[src/rtl/fsmls_pkg.sv]
`timescale 1ns / 1ps

package fsmls_pkg;

  // Field widths fixed by the flit format
  localparam int NODE_ID_BITS  = 8;
  localparam int LATENCY_BITS  = 8;
  localparam int SIZE_BITS     = 5;
  localparam int LEVEL_BITS    = 5;
  localparam int CFG_DATA_BITS = 8;
  localparam int CFG_IDX_BITS  = 3;

  localparam int DEFAULT_FIFO_DEPTH = 16;

  localparam logic [SIZE_BITS-1:0]    RESET_BUFFER_SIZE   = SIZE_BITS'(16);
  localparam logic [SIZE_BITS-1:0]    RESET_PACKET_LENGTH = SIZE_BITS'(4);
  localparam logic [LATENCY_BITS-1:0] RESET_READ_LATENCY  = LATENCY_BITS'(8);
  localparam logic [LATENCY_BITS-1:0] RESET_WRITE_LATENCY = LATENCY_BITS'(8);
  localparam logic [NODE_ID_BITS-1:0] RESET_NODE_ID       = '0;
  localparam logic [LATENCY_BITS-1:0] LATENCY_MAX         = '1;

  typedef enum logic [1:0] {
    FLIT_HEADER   = 2'd0,
    FLIT_BODY     = 2'd1,
    FLIT_TAIL     = 2'd2,
    FLIT_HEADTAIL = 2'd3
  } flit_type_t;

  typedef enum logic [1:0] {
    ERR_NONE         = 2'd0,
    ERR_HEADER_EARLY = 2'd1,
    ERR_WRONG_DEST   = 2'd2
  } err_code_t;

  typedef enum logic [CFG_IDX_BITS-1:0] {
    REG_BUFFER_SIZE   = 3'd0,
    REG_PACKET_LENGTH = 3'd1,
    REG_READ_LATENCY  = 3'd2,
    REG_WRITE_LATENCY = 3'd3,
    REG_NODE_ID       = 3'd4,
    REG_MEMORY_NODE   = 3'd5
  } cfg_reg_t;

  typedef struct packed {
    logic                    flit_valid;
    flit_type_t              flit_type;
    logic [NODE_ID_BITS-1:0] dest_id;
    logic                    multicast;
  } in_item_t;

  typedef struct packed {
    logic                  consumed_valid;
    flit_type_t            consumed_type;
    logic                  packet_done;
    logic                  stop;
    err_code_t             error_code;
    logic [LEVEL_BITS-1:0] fifo_level;
  } out_item_t;

  // One stored flit
  typedef struct packed {
    flit_type_t              ftype;
    logic [NODE_ID_BITS-1:0] dest;
    logic                    multi;
  } flit_entry_t;

  typedef struct packed {
    logic [SIZE_BITS-1:0]    buffer_size;
    logic [SIZE_BITS-1:0]    packet_length;
    logic [LATENCY_BITS-1:0] read_latency;
    logic [LATENCY_BITS-1:0] write_latency;
    logic [NODE_ID_BITS-1:0] node_id;
    logic                    memory_node;
  } cfg_t;

endpackage

[src/rtl/fsmls_out_buf.sv]
`timescale 1ns / 1ps

module fsmls_out_buf (
  input  logic                clk,
  input  logic                rst,
  input  logic                push,
  input  fsmls_pkg::out_item_t push_item,
  output logic                push_ready,
  output logic                out_valid,
  input  logic                out_ready,
  output fsmls_pkg::out_item_t out_item
);

  logic                 skid_valid;
  fsmls_pkg::out_item_t skid_item;

  // Ready depends on the skid stage alone, never on the downstream ready
  assign push_ready = !skid_valid;

  always_ff @(posedge clk) begin
    if (rst) begin
      out_valid  <= 1'b0;
      skid_valid <= 1'b0;
    end else if (out_valid && !out_ready) begin
      // hold the head, park a new item in the skid stage
      if (push) begin
        skid_valid <= 1'b1;
      end
    end else if (skid_valid) begin
      out_valid  <= 1'b1;
      skid_valid <= 1'b0;
    end else begin
      out_valid <= push;
    end
  end

  always_ff @(posedge clk) begin
    if (out_valid && !out_ready) begin
      if (push && !skid_valid) begin
        skid_item <= push_item;
      end
    end else if (skid_valid) begin
      out_item <= skid_item;
    end else if (push) begin
      out_item <= push_item;
    end
  end

endmodule

[src/rtl/flit_sink_with_memory_latency_stall_core.sv]
`timescale 1ns / 1ps

// Flit sink for a network endpoint. Every accepted input item is one network
// tick and yields exactly one result item, one item per clock cycle sustained
// while in_ready is high; each result is registered in the output buffer.
// The tick's dequeue, enqueue, flow control, packet tracking and stall update
// are a single combinational pass from the state registers to the result
// register. A two-entry output buffer keeps in_ready independent of
// out_ready, so the input stalls only when two results wait downstream.
// The flit store is held in flip-flops read at the head pointer; its entries
// need no clearing after reset. Configuration is taken on any cycle through
// cfg_we, cfg_index and cfg_data and should only change while the block idles.
module flit_sink_with_memory_latency_stall_core #(
  parameter int FIFO_DEPTH = fsmls_pkg::DEFAULT_FIFO_DEPTH
) (
  input  logic                                  clk,
  input  logic                                  rst,
  input  logic                                  in_valid,
  output logic                                  in_ready,
  input  fsmls_pkg::in_item_t                   in_item,
  output logic                                  out_valid,
  input  logic                                  out_ready,
  output fsmls_pkg::out_item_t                  out_item,
  input  logic                                  cfg_we,
  input  logic [fsmls_pkg::CFG_IDX_BITS-1:0]    cfg_index,
  input  logic [fsmls_pkg::CFG_DATA_BITS-1:0]   cfg_data
);

  localparam int PTR_W = $clog2(FIFO_DEPTH);
  localparam int CNT_W = $clog2(FIFO_DEPTH + 1);
  localparam int CMP_W = (CNT_W > fsmls_pkg::SIZE_BITS) ? CNT_W : fsmls_pkg::SIZE_BITS;
  localparam logic [PTR_W-1:0] PTR_LAST = PTR_W'(FIFO_DEPTH - 1);
  localparam logic [CNT_W-1:0] CNT_FULL = CNT_W'(FIFO_DEPTH);

  fsmls_pkg::cfg_t cfg;

  fsmls_pkg::flit_entry_t store [FIFO_DEPTH];
  logic [CNT_W-1:0]                      store_count, store_count_next;
  logic [PTR_W-1:0]                      rd_ptr, rd_ptr_next;
  logic [PTR_W-1:0]                      wr_ptr, wr_ptr_next;
  logic                                  in_packet, in_packet_next;
  logic                                  last_was_read, last_was_read_next;
  logic [fsmls_pkg::LATENCY_BITS-1:0]    stall_count, stall_count_next;
  logic                                  read_enable, read_enable_next;

  logic                                  accept;
  logic                                  push_ready;
  fsmls_pkg::out_item_t                  result;

  logic                                  got;
  fsmls_pkg::flit_entry_t                head;
  logic [CNT_W-1:0]                      count_deq;
  logic                                  enq;
  logic [CMP_W-1:0]                      level_ext;
  logic [CMP_W-1:0]                      size_ext;
  logic [CMP_W-1:0]                      free_space;
  logic                                  is_head;
  logic                                  done;
  fsmls_pkg::err_code_t                  err;
  logic [fsmls_pkg::LATENCY_BITS-1:0]    stall_mid;
  logic                                  read_mid;
  logic [fsmls_pkg::LATENCY_BITS-1:0]    lat;

  assign in_ready = push_ready;
  assign accept   = in_valid && in_ready;

  // Configuration registers
  always_ff @(posedge clk) begin
    if (rst) begin
      cfg.buffer_size   <= fsmls_pkg::RESET_BUFFER_SIZE;
      cfg.packet_length <= fsmls_pkg::RESET_PACKET_LENGTH;
      cfg.read_latency  <= fsmls_pkg::RESET_READ_LATENCY;
      cfg.write_latency <= fsmls_pkg::RESET_WRITE_LATENCY;
      cfg.node_id       <= fsmls_pkg::RESET_NODE_ID;
      cfg.memory_node   <= 1'b0;
    end else if (cfg_we) begin
      unique case (fsmls_pkg::cfg_reg_t'(cfg_index))
        fsmls_pkg::REG_BUFFER_SIZE:
          cfg.buffer_size <= cfg_data[fsmls_pkg::SIZE_BITS-1:0];
        fsmls_pkg::REG_PACKET_LENGTH:
          cfg.packet_length <= cfg_data[fsmls_pkg::SIZE_BITS-1:0];
        fsmls_pkg::REG_READ_LATENCY:
          cfg.read_latency <= cfg_data[fsmls_pkg::LATENCY_BITS-1:0];
        fsmls_pkg::REG_WRITE_LATENCY:
          cfg.write_latency <= cfg_data[fsmls_pkg::LATENCY_BITS-1:0];
        fsmls_pkg::REG_NODE_ID:
          cfg.node_id <= cfg_data[fsmls_pkg::NODE_ID_BITS-1:0];
        fsmls_pkg::REG_MEMORY_NODE:
          cfg.memory_node <= cfg_data[0];
        default: ;
      endcase
    end
  end

  // One tick of the sink
  always_comb begin
    // dequeue
    got       = read_enable && (store_count != '0);
    head      = store[rd_ptr];
    count_deq = store_count - CNT_W'(got);
    rd_ptr_next = rd_ptr;
    if (got) begin
      rd_ptr_next = (rd_ptr == PTR_LAST) ? '0 : rd_ptr + PTR_W'(1);
    end

    // enqueue; drop when full after the dequeue
    enq              = in_item.flit_valid && (count_deq != CNT_FULL);
    store_count_next = count_deq + CNT_W'(enq);
    wr_ptr_next      = wr_ptr;
    if (enq) begin
      wr_ptr_next = (wr_ptr == PTR_LAST) ? '0 : wr_ptr + PTR_W'(1);
    end

    // cut-through flow control
    level_ext  = CMP_W'(store_count_next);
    size_ext   = CMP_W'(cfg.buffer_size);
    free_space = (size_ext > level_ext) ? size_ext - level_ext : '0;

    // packet tracking of the dequeued flit
    is_head            = (head.ftype == fsmls_pkg::FLIT_HEADER) ||
                         (head.ftype == fsmls_pkg::FLIT_HEADTAIL);
    done               = 1'b0;
    err                = fsmls_pkg::ERR_NONE;
    in_packet_next     = in_packet;
    stall_mid          = stall_count;
    read_mid           = last_was_read;
    if (got) begin
      if (in_packet && is_head) begin
        err = fsmls_pkg::ERR_HEADER_EARLY;
      end else if (!in_packet && (head.dest != cfg.node_id) && !head.multi) begin
        err = fsmls_pkg::ERR_WRONG_DEST;
      end else begin
        if (!in_packet) begin
          in_packet_next = (head.ftype != fsmls_pkg::FLIT_HEADTAIL);
          if (head.ftype == fsmls_pkg::FLIT_HEADTAIL) begin
            done = 1'b1;
            if (cfg.memory_node) begin
              read_mid  = 1'b1;
              stall_mid = '0;
            end
          end
        end
        if (head.ftype == fsmls_pkg::FLIT_TAIL) begin
          done           = 1'b1;
          in_packet_next = 1'b0;
          if (cfg.memory_node) begin
            read_mid  = 1'b0;
            stall_mid = '0;
          end
        end
      end
    end

    // memory latency stall, saturating counter
    last_was_read_next = read_mid;
    lat                = read_mid ? cfg.read_latency : cfg.write_latency;
    stall_count_next   = stall_mid;
    read_enable_next   = 1'b1;
    if (cfg.memory_node) begin
      if (stall_mid != fsmls_pkg::LATENCY_MAX) begin
        stall_count_next = stall_mid + fsmls_pkg::LATENCY_BITS'(1);
      end
      read_enable_next = (stall_count_next >= lat);
    end

    result.consumed_valid = got;
    result.consumed_type  = got ? head.ftype : fsmls_pkg::FLIT_HEADER;
    result.packet_done    = done;
    result.stop           = (free_space <= CMP_W'(cfg.packet_length));
    result.error_code     = err;
    result.fifo_level     = level_ext[fsmls_pkg::LEVEL_BITS-1:0];
  end

  always_ff @(posedge clk) begin
    if (rst) begin
      store_count   <= '0;
      rd_ptr        <= '0;
      wr_ptr        <= '0;
      in_packet     <= 1'b0;
      last_was_read <= 1'b1;
      stall_count   <= fsmls_pkg::RESET_READ_LATENCY;
      read_enable   <= 1'b1;
    end else if (accept) begin
      store_count   <= store_count_next;
      rd_ptr        <= rd_ptr_next;
      wr_ptr        <= wr_ptr_next;
      in_packet     <= in_packet_next;
      last_was_read <= last_was_read_next;
      stall_count   <= stall_count_next;
      read_enable   <= read_enable_next;
    end
  end

  always_ff @(posedge clk) begin
    if (accept && enq) begin
      store[wr_ptr] <= '{ftype: in_item.flit_type, dest: in_item.dest_id,
                         multi: in_item.multicast};
    end
  end

  fsmls_out_buf u_out_buf (
    .clk        (clk),
    .rst        (rst),
    .push       (accept),
    .push_item  (result),
    .push_ready (push_ready),
    .out_valid  (out_valid),
    .out_ready  (out_ready),
    .out_item   (out_item)
  );

  a_count_bound: assert property (@(posedge clk) disable iff (rst)
    store_count <= CNT_FULL)
    else $error("flit store count beyond depth");

  a_count_hold: assert property (@(posedge clk) disable iff (rst)
    !accept |=> $stable(store_count) && $stable(rd_ptr) && $stable(wr_ptr))
    else $error("flit store moved without an item");

  a_plain_node_reads: assert property (@(posedge clk) disable iff (rst)
    accept && !cfg.memory_node |=> read_enable)
    else $error("reading held off on a plain node");

  a_done_restarts_stall: assert property (@(posedge clk) disable iff (rst)
    accept && cfg.memory_node && done |=>
      stall_count == fsmls_pkg::LATENCY_BITS'(1))
    else $error("stall counter not restarted on packet completion");

  a_error_no_done: assert property (@(posedge clk) disable iff (rst)
    accept && (err != fsmls_pkg::ERR_NONE) |=> $stable(in_packet))
    else $error("dropped flit changed packet state");

endmodule

[config.mk]
export PLATFORM = sky130hd
export DESIGN_NAME = flit_sink_with_memory_latency_stall_core
export DESIGN_NICKNAME = d
export VERILOG_FILES = /design/src/rtl/fsmls_pkg.sv /design/src/rtl/fsmls_out_buf.sv /design/src/rtl/flit_sink_with_memory_latency_stall_core.sv
export SDC_FILE = /design/constraint.sdc
export NUM_CORES = 1
export LEC_CHECK = 0
export BUFFER_PORTS_ARGS = -buffer_cell sky130_fd_sc_hd__buf_2
export CORE_ASPECT_RATIO = 1.25
export CORE_MARGIN = 1.5
export CORE_UTILIZATION = 60
export CTS_CLUSTER_DIAMETER = 200
export DETAILED_ROUTE_END_ITERATION = 6
export GPL_ROUTABILITY_DRIVEN = 1
export PLACE_DENSITY = 0.75
export SLEW_MARGIN = 40
export SYNTH_ARGS = -nofsm -noshare
export SYNTH_HDL_FRONTEND = slang
export SYNTH_SLANG_ARGS = --single-unit
[constraint.sdc]
create_clock -name clk -period 16 [get_ports clk]
set_input_delay 3.2 -clock clk [delete_from_list [all_inputs] [get_ports clk]]
set_output_delay 3.2 -clock clk [all_outputs]
set_load 0.01 [all_outputs]
==> metrics <==
warnings from Yosys=0; max frequency=0.152 GHz; data arrival time of the critical path=6.97 ns; via count=6599; clock share of power=0.297; dpl cell area=11900 sq um; minimum clock period after layout=6.56 ns; Sw Ratio=0.288; synthesized instance count=773; FF+latch count, synth=265; vias in the first global route=6875; dpl cells=1032; top post-synthesis cells by area=edfxtp_1 (53%), dfxtp_1 (11%), mux4_2 (8.3%); Hold-fix buffers, CTS=0; DR top layer=met4; largest net degree at the start of global routing=64; Post-synth ARST share=0; cts repair resizes=0; endpoints failing setup=0; Worst path top cell family by delay=compound AO/OA/AOI/OAI gates; syn_nets=831; CP Capture Type=flip-flop; worst vdd ir=0.103 mV; Worst Path Buf+Inv=1; Worst Max-Slew Pin Slew=0.726 ns; count leader, synth=edfxtp_1; metal2 WL=12400 microns; PortBufs=41; DRT iter0 DRCs=609; CP Cell Sequence=buf_4, mux4_1, xor2_1, or4_1, a21boi_1, o2111ai_1, o21ai_4, and4_1, nor2b_1, ha_1, nand3_1, a41o_1, mux2_2, ha_1, a21o_1, a21o_1, a21o_1, a21o_1, a21o_1, a21o_1, a211oi_1, o21bai_1; number of max-cap violations=0; floorplan core area=18700 sq um; Die ar.=19800 sq um; internal power=0.00138 W; Synth area leader=edfxtp_1; most common cell type on the critical path=a21o_1; fin crit share=0.410; TritonRoute pass-1 iters=4; Synth top area share=0.528; Worst Path Max Fanout=38; Chip Width=126 microns; clock latency on the worst-skew pair=0.52 ns; RSZ-0062 raised after global routing=false; CTS sink cnt=265; setup slack after layout=9.44 ns; clock root buffer=clkbuf_16; routability congestion estimate=0.893; register area share after synthesis=0.642; DRT antenna net count=0; Clock Skew=0.00993 ns; met3 wire length=1170 microns; final instance area=12700 sq um; Switch Pwr=0.000560 W; number of flops mapped to enable cells by yosys=200; initial antenna violation count=0; wl on met1=9010 microns; Setup TNS Final=0 ns; clock-pin slew on the worst setup and hold paths=0.06 ns; Syn Area/Cell=14.7 sq um; grt total ovfl=0; CTS tree=built; Synth top cells by count=edfxtp_1 (200), nor2_1 (70), dfxtp_1 (65), nand2_1 (58), mux4_2 (42); Crit Path Category=flip-flop to flip-flop; Slew HR=0.514; setup repair bufs after CTS=0; status=finished clean; DR WL/cell=21.8 microns; post-route insts no fill=1077; Req. time, crit path=16.41 ns; Vias/cell=6.13; Nets=885; # rows=56; clk buf depth=3; I/O pin count=42; combinational share of power=0.285; startpoint types=flip-flop; # DRC=0; final hold violations=0; PD cells=153 nW/um^2; Hold Path Class=flip-flop to flip-flop; number of antenna diodes=0; Post-Syn Area=11400 sq um; first-pass GRT wire length=36800 microns; dpl ws=9.45 ns; DP HPWL=15300 microns; Yosys cell types=63; Die Ht=157 microns; area grow syn2layout=11.6%; Crit-path slowest cell=mux4_1; Reg power frac=0.418; Slew Limit Fails=0; Post-Route WL=23400 microns; Top FF cell, synth=edfxtp_1; H-Tree Depth=1; CP peak stage delay=0.66 ns; Lkg Pwr=4.41 nW; All-Layer GR Usage=0.244; layout cells sized above 1=0.196; Starting Density=0.608; CTS Buf Count=25
registers in the layout (all words and copies together) (netlist names), named ones only:
name                  cells
rd_ptr                    4
store_count               5
cfg                      30
size_ext                  5
store                   176
last_was_read             1
read_enable               1
u_out_buf.out_valid       1
u_out_buf.out_item       12
wr_ptr                    4
in_packet                 1
u_out_buf.skid_item      12
stall_count               8
u_out_buf.skid_valid      1
power by group through the flow:
stage	combinational [W]	clock [W]	sequential, W
after floorplan	0.000416	0	0.000832
after global routing	0.000620	0.000615	0.000815
after global placement	0.000526	0	0.000826
final	0.000553	0.000578	0.000813
after CTS	0.000556	0.000589	0.000813
after detailed placement	0.000553	0	0.000827
logic make-up (layout without fill, tap and decap cells):
| group | after synthesis | count (layout) | synth area share |
|---|---|---|---|
| compound gates | 96 | 96 | 0.0582 |
| xor+xnor | 30 | 30 | 0.0231 |
| fa+ha+maj | 30 | 30 | 0.0337 |
| buf+inv | 57 | 129 | 0.0233 |
| flops | 265 | 265 | 0.642 |
| mux | 94 | 94 | 0.137 |
| simple gates | 201 | 201 | 0.0825 |
worst paths after layout:
kind,startpoint,endpoint,slack [ns],depth (start not counted)
worst min register to register,cfg[14],cfg[14],0.45,2
worst max-delay path,flip-flop,read_enable,9.44,22
worst min-delay path,cfg[14],cfg[14],0.45,2
worst max register to register,flip-flop,read_enable,9.44,22
worst min-delay path: stages, from the launching register on:
cell and delay [ns]:
dfxtp_1 0.31, nand2_1 0.05, a21oi_1 0.05
through the flow:
step / hold slack, ns / power (W) / utilization
floorplan: 0.436 / 0.00125 / -
global placement: 0.442 / 0.00135 / 0.635
detailed placement: 0.446 / 0.00138 / 0.636
CTS: 0.454 / 0.00196 / 0.679
global route: 0.487 / 0.00205 / 0.679
finish: 0.455 / 0.00194 / 0.679
layout by cell type, fill, tap and decap left out, types with 8 or more instances in the layout:
cell type	count
xnor2_1	17
nor2b_1	11
o21ai_0	13
a21o_1	10
ha_1	29
buf_4	20
buf_2	41
mux4_2	42
nand2b_1	8
clkbuf_16	25
inv_1	23
xor2_1	13
dfxtp_1	62
nand3_1	10
a21oi_1	31
nor2_1	66
edfxtp_1	200
nand2_1	58
mux2i_1	41
cell type report:
class | count | area, sq um
flip-flops and latches | 265 | 7310
inverters | 23 | 86.3
well taps | 232 | 290
clock buffers | 30 | 644
clock inverters | 15 | 158
repair buffers | 61 | 355
fillers | 1282 | 6010
multi-input cells | 451 | 3850
routing by layer:
metal  global-route usage  vias to the layer above
met1                0.290                     3297
met5                    0                        -
met3               0.0309                       61
met2                0.451                      211
li1                     -                     3030
met4               0.0991                        0
Power figures use the tool's default switching activity.
